$ cat src/rtl/mmf_pkg.sv
`timescale 1ns / 1ps
// ----------------------------------------------------------------------------
// mmf_pkg: shared types and constants of the matrix max-flow engine.
// Holds widths, operation and register codes, controller states, the
// command and status structs between controller and datapath, and the
// search queue entry layout.
// ----------------------------------------------------------------------------
package mmf_pkg;

  localparam int NODE_W     = 6;
  localparam int MAX_NODES  = 1 << NODE_W;
  localparam int CNT_W      = NODE_W + 1;
  localparam int ADDR_W     = 2 * NODE_W;
  localparam int CELL_DEPTH = 1 << ADDR_W;
  localparam int CELL_W     = 25;
  localparam int CAP_W      = 23;
  localparam int FLOW_W     = 32;
  localparam int CFG_IDX_W  = 2;

  localparam logic [CAP_W-1:0]  PATH_CAP_LIMIT = 23'h7f7f7f;
  localparam logic [CELL_W-1:0] CELL_MAX       = {CELL_W{1'b1}};

  // Operation codes of an input transaction.
  localparam logic [1:0] OP_CLEAR = 2'd0;
  localparam logic [1:0] OP_LOAD  = 2'd1;
  localparam logic [1:0] OP_RUN   = 2'd2;

  // Configuration register indexes.
  localparam logic [CFG_IDX_W-1:0] CFG_NODE_COUNT = 2'd0;
  localparam logic [CFG_IDX_W-1:0] CFG_SOURCE     = 2'd1;
  localparam logic [CFG_IDX_W-1:0] CFG_SINK       = 2'd2;

  typedef enum logic [3:0] {
    ST_IDLE,
    ST_CLEAR,
    ST_INIT,
    ST_DEQ_RD,
    ST_DEQ,
    ST_SCAN,
    ST_AUG_PRED,
    ST_AUG_FWD,
    ST_AUG_BACK,
    ST_AUG_WB,
    ST_DONE
  } state_t;

  typedef enum logic [3:0] {
    DP_NONE,
    DP_LOAD,
    DP_CLR_START,
    DP_CLR,
    DP_RUN_START,
    DP_REPORT_BAD,
    DP_INIT,
    DP_DEQ_RD,
    DP_DEQ,
    DP_SCAN,
    DP_AUG_PRED,
    DP_AUG_FWD,
    DP_AUG_BACK,
    DP_AUG_WB,
    DP_REPORT
  } dp_op_t;

  typedef struct packed {
    dp_op_t op;
  } dp_cmd_t;

  typedef struct packed {
    logic clr_last;
    logic terms_equal;
    logic q_empty;
    logic head_is_sink;
    logic scan_done;
    logic at_source;
  } dp_stat_t;

  typedef struct packed {
    logic [NODE_W-1:0] node;
    logic [CAP_W-1:0]  bn;
  } q_entry_t;

  typedef struct packed {
    logic [NODE_W-1:0] node_count;
    logic [NODE_W-1:0] source;
    logic [NODE_W-1:0] sink;
  } cfg_t;

endpackage

$ cat src/rtl/mmf_ctrl.sv
`timescale 1ns / 1ps
// ----------------------------------------------------------------------------
// mmf_ctrl: controller of the matrix max-flow engine.
// Sequences matrix clearing, cell loads, breadth-first searches and path
// augmentation by issuing one datapath command per cycle.
// ----------------------------------------------------------------------------
module mmf_ctrl (
  input  logic              clk,
  input  logic              rst_n,
  input  logic              start,
  input  logic [1:0]        operation,
  input  mmf_pkg::dp_stat_t stat,
  output mmf_pkg::dp_cmd_t  cmd,
  output logic              busy
);

  mmf_pkg::state_t state_r, state_nxt;

  // State register; reset starts the matrix clearing sweep.
  always_ff @(posedge clk) begin
    if (!rst_n) begin
      state_r <= mmf_pkg::ST_CLEAR;
    end else begin
      state_r <= state_nxt;
    end
  end

  // Next state and datapath command.
  always_comb begin
    state_nxt = state_r;
    cmd.op    = mmf_pkg::DP_NONE;
    busy      = 1'b1;
    case (state_r)
      mmf_pkg::ST_IDLE: begin
        busy = 1'b0;
        if (start) begin
          case (operation)
            mmf_pkg::OP_CLEAR: begin
              cmd.op    = mmf_pkg::DP_CLR_START;
              state_nxt = mmf_pkg::ST_CLEAR;
            end
            mmf_pkg::OP_LOAD: begin
              cmd.op = mmf_pkg::DP_LOAD;
            end
            mmf_pkg::OP_RUN: begin
              if (stat.terms_equal) begin
                cmd.op = mmf_pkg::DP_REPORT_BAD;
              end else begin
                cmd.op    = mmf_pkg::DP_RUN_START;
                state_nxt = mmf_pkg::ST_INIT;
              end
            end
            default: begin
              cmd.op = mmf_pkg::DP_NONE;
            end
          endcase
        end
      end
      mmf_pkg::ST_CLEAR: begin
        cmd.op = mmf_pkg::DP_CLR;
        if (stat.clr_last) begin
          state_nxt = mmf_pkg::ST_IDLE;
        end
      end
      mmf_pkg::ST_INIT: begin
        cmd.op    = mmf_pkg::DP_INIT;
        state_nxt = mmf_pkg::ST_DEQ_RD;
      end
      mmf_pkg::ST_DEQ_RD: begin
        if (stat.q_empty) begin
          state_nxt = mmf_pkg::ST_DONE;
        end else begin
          cmd.op    = mmf_pkg::DP_DEQ_RD;
          state_nxt = mmf_pkg::ST_DEQ;
        end
      end
      mmf_pkg::ST_DEQ: begin
        cmd.op = mmf_pkg::DP_DEQ;
        if (stat.head_is_sink) begin
          state_nxt = mmf_pkg::ST_AUG_PRED;
        end else begin
          state_nxt = mmf_pkg::ST_SCAN;
        end
      end
      mmf_pkg::ST_SCAN: begin
        cmd.op = mmf_pkg::DP_SCAN;
        if (stat.scan_done) begin
          state_nxt = mmf_pkg::ST_DEQ_RD;
        end
      end
      mmf_pkg::ST_AUG_PRED: begin
        cmd.op    = mmf_pkg::DP_AUG_PRED;
        state_nxt = mmf_pkg::ST_AUG_FWD;
      end
      mmf_pkg::ST_AUG_FWD: begin
        cmd.op    = mmf_pkg::DP_AUG_FWD;
        state_nxt = mmf_pkg::ST_AUG_BACK;
      end
      mmf_pkg::ST_AUG_BACK: begin
        cmd.op    = mmf_pkg::DP_AUG_BACK;
        state_nxt = mmf_pkg::ST_AUG_WB;
      end
      mmf_pkg::ST_AUG_WB: begin
        cmd.op = mmf_pkg::DP_AUG_WB;
        if (stat.at_source) begin
          state_nxt = mmf_pkg::ST_INIT;
        end else begin
          state_nxt = mmf_pkg::ST_AUG_PRED;
        end
      end
      mmf_pkg::ST_DONE: begin
        cmd.op    = mmf_pkg::DP_REPORT;
        state_nxt = mmf_pkg::ST_IDLE;
      end
      default: begin
        state_nxt = mmf_pkg::ST_IDLE;
      end
    endcase
  end

endmodule

$ cat config.mk
export PLATFORM = sky130hd
export DESIGN_NAME = mmf_ctrl
export DESIGN_NICKNAME = d
export VERILOG_FILES = /design/src/rtl/mmf_pkg.sv /design/src/rtl/mmf_ctrl.sv
export SDC_FILE = /design/constraint.sdc
export NUM_CORES = 1
export LEC_CHECK = 0
export BUFFER_PORTS_ARGS = -buffer_cell sky130_fd_sc_hd__buf_2
export CORE_AREA = 2 2 39 41
export CTS_BUF_LIST = sky130_fd_sc_hd__clkbuf_16
export DETAILED_ROUTE_END_ITERATION = 10
export DIE_AREA = 0 0 41 43
export PLACE_DENSITY_LB_ADDON = 0.05
export SLEW_MARGIN = 20
export SYNTH_ARGS = -nofsm -noshare
export SYNTH_HDL_FRONTEND = slang
export SYNTH_SLANG_ARGS = --single-unit
$ cat constraint.sdc
create_clock -name clk -period 1.6 [get_ports clk]
set_input_delay 0.08 -clock clk [delete_from_list [all_inputs] [get_ports clk]]
set_output_delay 0.08 -clock clk [all_outputs]
set_load 0.05 [all_outputs]
==> metrics.csv <==
stage;metric;value;unit
synthesis;area share of the largest cell type after synthesis;0.166;
route;1st-iter DRT viols;4;
setup_path;FF-to-FF End;state_r[0];
clock_network;CTS Root Buffer Type;clkbuf_16;
synthesis;Synth area leaders;dfxtp_1 17%, nand2b_1 9.1%, buf_6 7.0%;
sta;crit share post-route;0.963;
die;IO Count;16;
clock_network;clock buffer depth;2;
sta;Fmax;0.649;GHz
synthesis;Main synth FF type;dfxtp_1;
die;die area;1760;um^2
placed_design;HPWL Detailed;976;um
cells_and_area;share of cells above drive strength 1;0.469;
synthesis;Netlist Area Pre-Place;482;um^2
cells_and_area;biggest regs;state_r x4;
clock_network;Skew-Pair Late Insertion Delay;220;ps
cells_and_area;max reg flops;4;
power_and_ir_drop;Psw;0.232;mW
setup_path;Critical Path, Cell by Cell;and2b_1 -> nor2_1 -> o21ai_1 -> o21ai_1 -> buf_2;
status;status;finished clean;
clock_network;H-tree depth;1;
cells_and_area;Finished Core Util;0.505;
power_and_ir_drop;Max IR drop VDD;0.000825;V
setup_path;Top delay family on crit path;flip-flops;
setup_path;CP peak stage delay;480;ps
cells_and_area;Area growth, synth to finish;44.9;%
sta;Slew headroom;0.800;
grt;all-layer global routing usage;0.160;
sta;final count of negative-setup-slack endpoints;0;
clock_network;CTS tree;built;
sta;Slew Viols, Final;0;
route;via count;505;
cells_and_area;Fill cells;134;
synthesis;Post-synth EDFFs;0;
grt;vias in the first global route;441;
synthesis;Yosys Warn Count;0;
synthesis;Synth Register Bits;4;
clock_network;clk slew on worst S/H paths;30;ps
power_and_ir_drop;Power Dens Cells;1100;nW/um^2
setup_path;Worst R2R Start;state_r[2];
route;Met1 Wirelength;617;um
cells_and_area;register area;81.3;um^2
placed_design;Port-buffer cells;15;
sta;setup ws final;58.7;ps
setup_path;critical path arrival;1460;ps
power_and_ir_drop;Comb pwr share;0.343;
power_and_ir_drop;internal power;0.535;mW
route;1st-pass router iterations;4;
sta;Min Hold Slack;111;ps
placed_design;routability cong.;0.879;
cells_and_area;# diodes;0;
setup_path;slowest CP cell;dfxtp_1;
placed_design;pre-CTS setup slack;134;ps
setup_path;CP endpoint kind;output pin;
grt;antenna violations before repair;0;
grt;largest net degree at the start of global routing;13;
synthesis;area leader, netlist;dfxtp_1;
clock_network;TritonCTS Buffers;3;
setup_path;CP Depth;5;
clock_network;clock sinks;4;
setup_path;Critical Path Most Common Cell;o21ai_1;
route;WL per Instance;13.1;um
synthesis;register area share after synthesis;0.166;
cells_and_area;area of the multi-input gates;385;um^2
sta;Final Hold Fails;0;
route;Top Metal Used;met3;
synthesis;Mapped Nets;72;
sta;Setup Skew;0.742;ps
route;Routed Antenna Nets;0;
synthesis;Cell variety after synth;29;
route;DRC viols;0;
setup_path;worst setup path endpoint;cmd[0];
sta;Slew @ Worst Pin;300;ps
cells_and_area;Most flops, register;state_r;
die;Core ar.;1380;um^2
power_and_ir_drop;Seq pwr share;0.158;
setup_path;worst reg-to-reg setup slack;290;ps
synthesis;Async SR Flop Fraction;0;
sta;Tmin final;1540;ps
setup_path;Crit. Startpoint;state_r[2];
die;FP Rows;14;
power_and_ir_drop;P_leak;0.304;nW
setup_path;crit-path max FO;7;
setup_path;Setup crit start kind;flip-flop;
grt;global-route wire length before repair;1870;um
synthesis;syn avg cell area;7.90;um^2
clock_network;post-CTS setup buffers;0;
cells_and_area;Final nets;94;
die;Initial Util;0.348;
synthesis;Post-Syn Instances;61;
die;die width;41;um
flow_run;Max Cap Viol;0;
power_and_ir_drop;clock power share;0.499;
grt;gr ovfl total;0;
setup_path;CP Class;reg2out;
setup_path;Crit path required time;1520;ps
power_and_ir_drop;Net Sw Frac;0.302;
route;vias per cell;5.21;
route;final WL;1270;um
clock_network;hold_buf cts;0;
setup_path;Worst Path Buf+Inv;1;
route;met2 WL post-DR;620;um
route;routed wl met3;35;um
die;die height;43;um
hold_path;Hold Path Class;in2reg;
cells_and_area;Final Instance Area;698;um^2
synthesis;list of most frequent post-synthesis cells;7 x nand2b_1, 5 x nor2_1, 5 x o21ai_0;
setup_path;Register-to-Register Path Depth;4;
placed_design;DP Area;594;um^2
synthesis;most common cell in the netlist;nand2b_1;
layout make-up:
class,count,area share
Multi-Input combinational cell,53,0.552
Timing Repair Buffer,21,0.195
Sequential cell,4,0.116
Clock buffer,3,0.108
Tap cell,16,0.0287
metal layers:
layer / vias to the layer above / track usage
li1: 267 / -
met1: 230 / 0.202
met2: 8 / 0.225
met3: 0 / 0.0524
met4: 0 / 0.100
met5: - / 0
cell families after synthesis:
kind of cell,synth area share
buffers and inverters,0.0805
and+or+nand+nor,0.379
muxes,0.0467
xor gates and xnor gates,0.0182
AOI/OAI and AO/OA,0.309
DFF,0.166
timing repair:
action / CTS / global route
setup endpoints to repair: 2 / 3
hold endpoints to repair: 0 / 0
resized for setup: 3 / 7
cells in the final DEF (no fill, tap or decap), types with 2 or more instances in the layout:
| master | instances |
|---|---|
| clkbuf_16 | 3 |
| nand2b_1 | 7 |
| o21ai_0 | 4 |
| buf_4 | 5 |
| nor2b_1 | 3 |
| a21oi_2 | 3 |
| buf_6 | 3 |
| buf_2 | 13 |
| o22ai_1 | 2 |
| dfxtp_1 | 3 |
| nand2_1 | 4 |
| o21ai_1 | 4 |
| mux2_2 | 2 |
| nor2_1 | 4 |
per-stage QoR:
step | setup TNS, ps | power (mW) | instances
4_1_cts | 0 | 0.760 | 97
3_3_place_gp | 0 | 0.368 | 94
5_1_grt | -10.7 | 0.798 | 97
6_report | 0 | 0.766 | 97
2_1_floorplan | -53.6 | 0.304 | 61
3_5_place_dp | 0 | 0.364 | 94
worst min path at each step:
stage	startpoint	to	slack, ps	cells after the start
after global placement	rst_n	state_r[3]	350	2
after detailed placement	rst_n	state_r[3]	330	2
after floorplan	rst_n	state_r[3]	200	1
after CTS	rst_n	state_r[3]	110	2
after global routing	rst_n	state_r[3]	130	2
final	rst_n	state_r[3]	110	2
power groups by stage:
stage | combinational, mW | clock [mW] | sequential, mW
after global routing | 0.281 | 0.394 | 0.123
after CTS | 0.249 | 0.391 | 0.120
after floorplan | 0.188 | 0 | 0.116
after global placement | 0.246 | 0 | 0.122
after detailed placement | 0.243 | 0 | 0.121
final | 0.263 | 0.382 | 0.121
No activity file was read; power rests on OpenSTA's default activity.
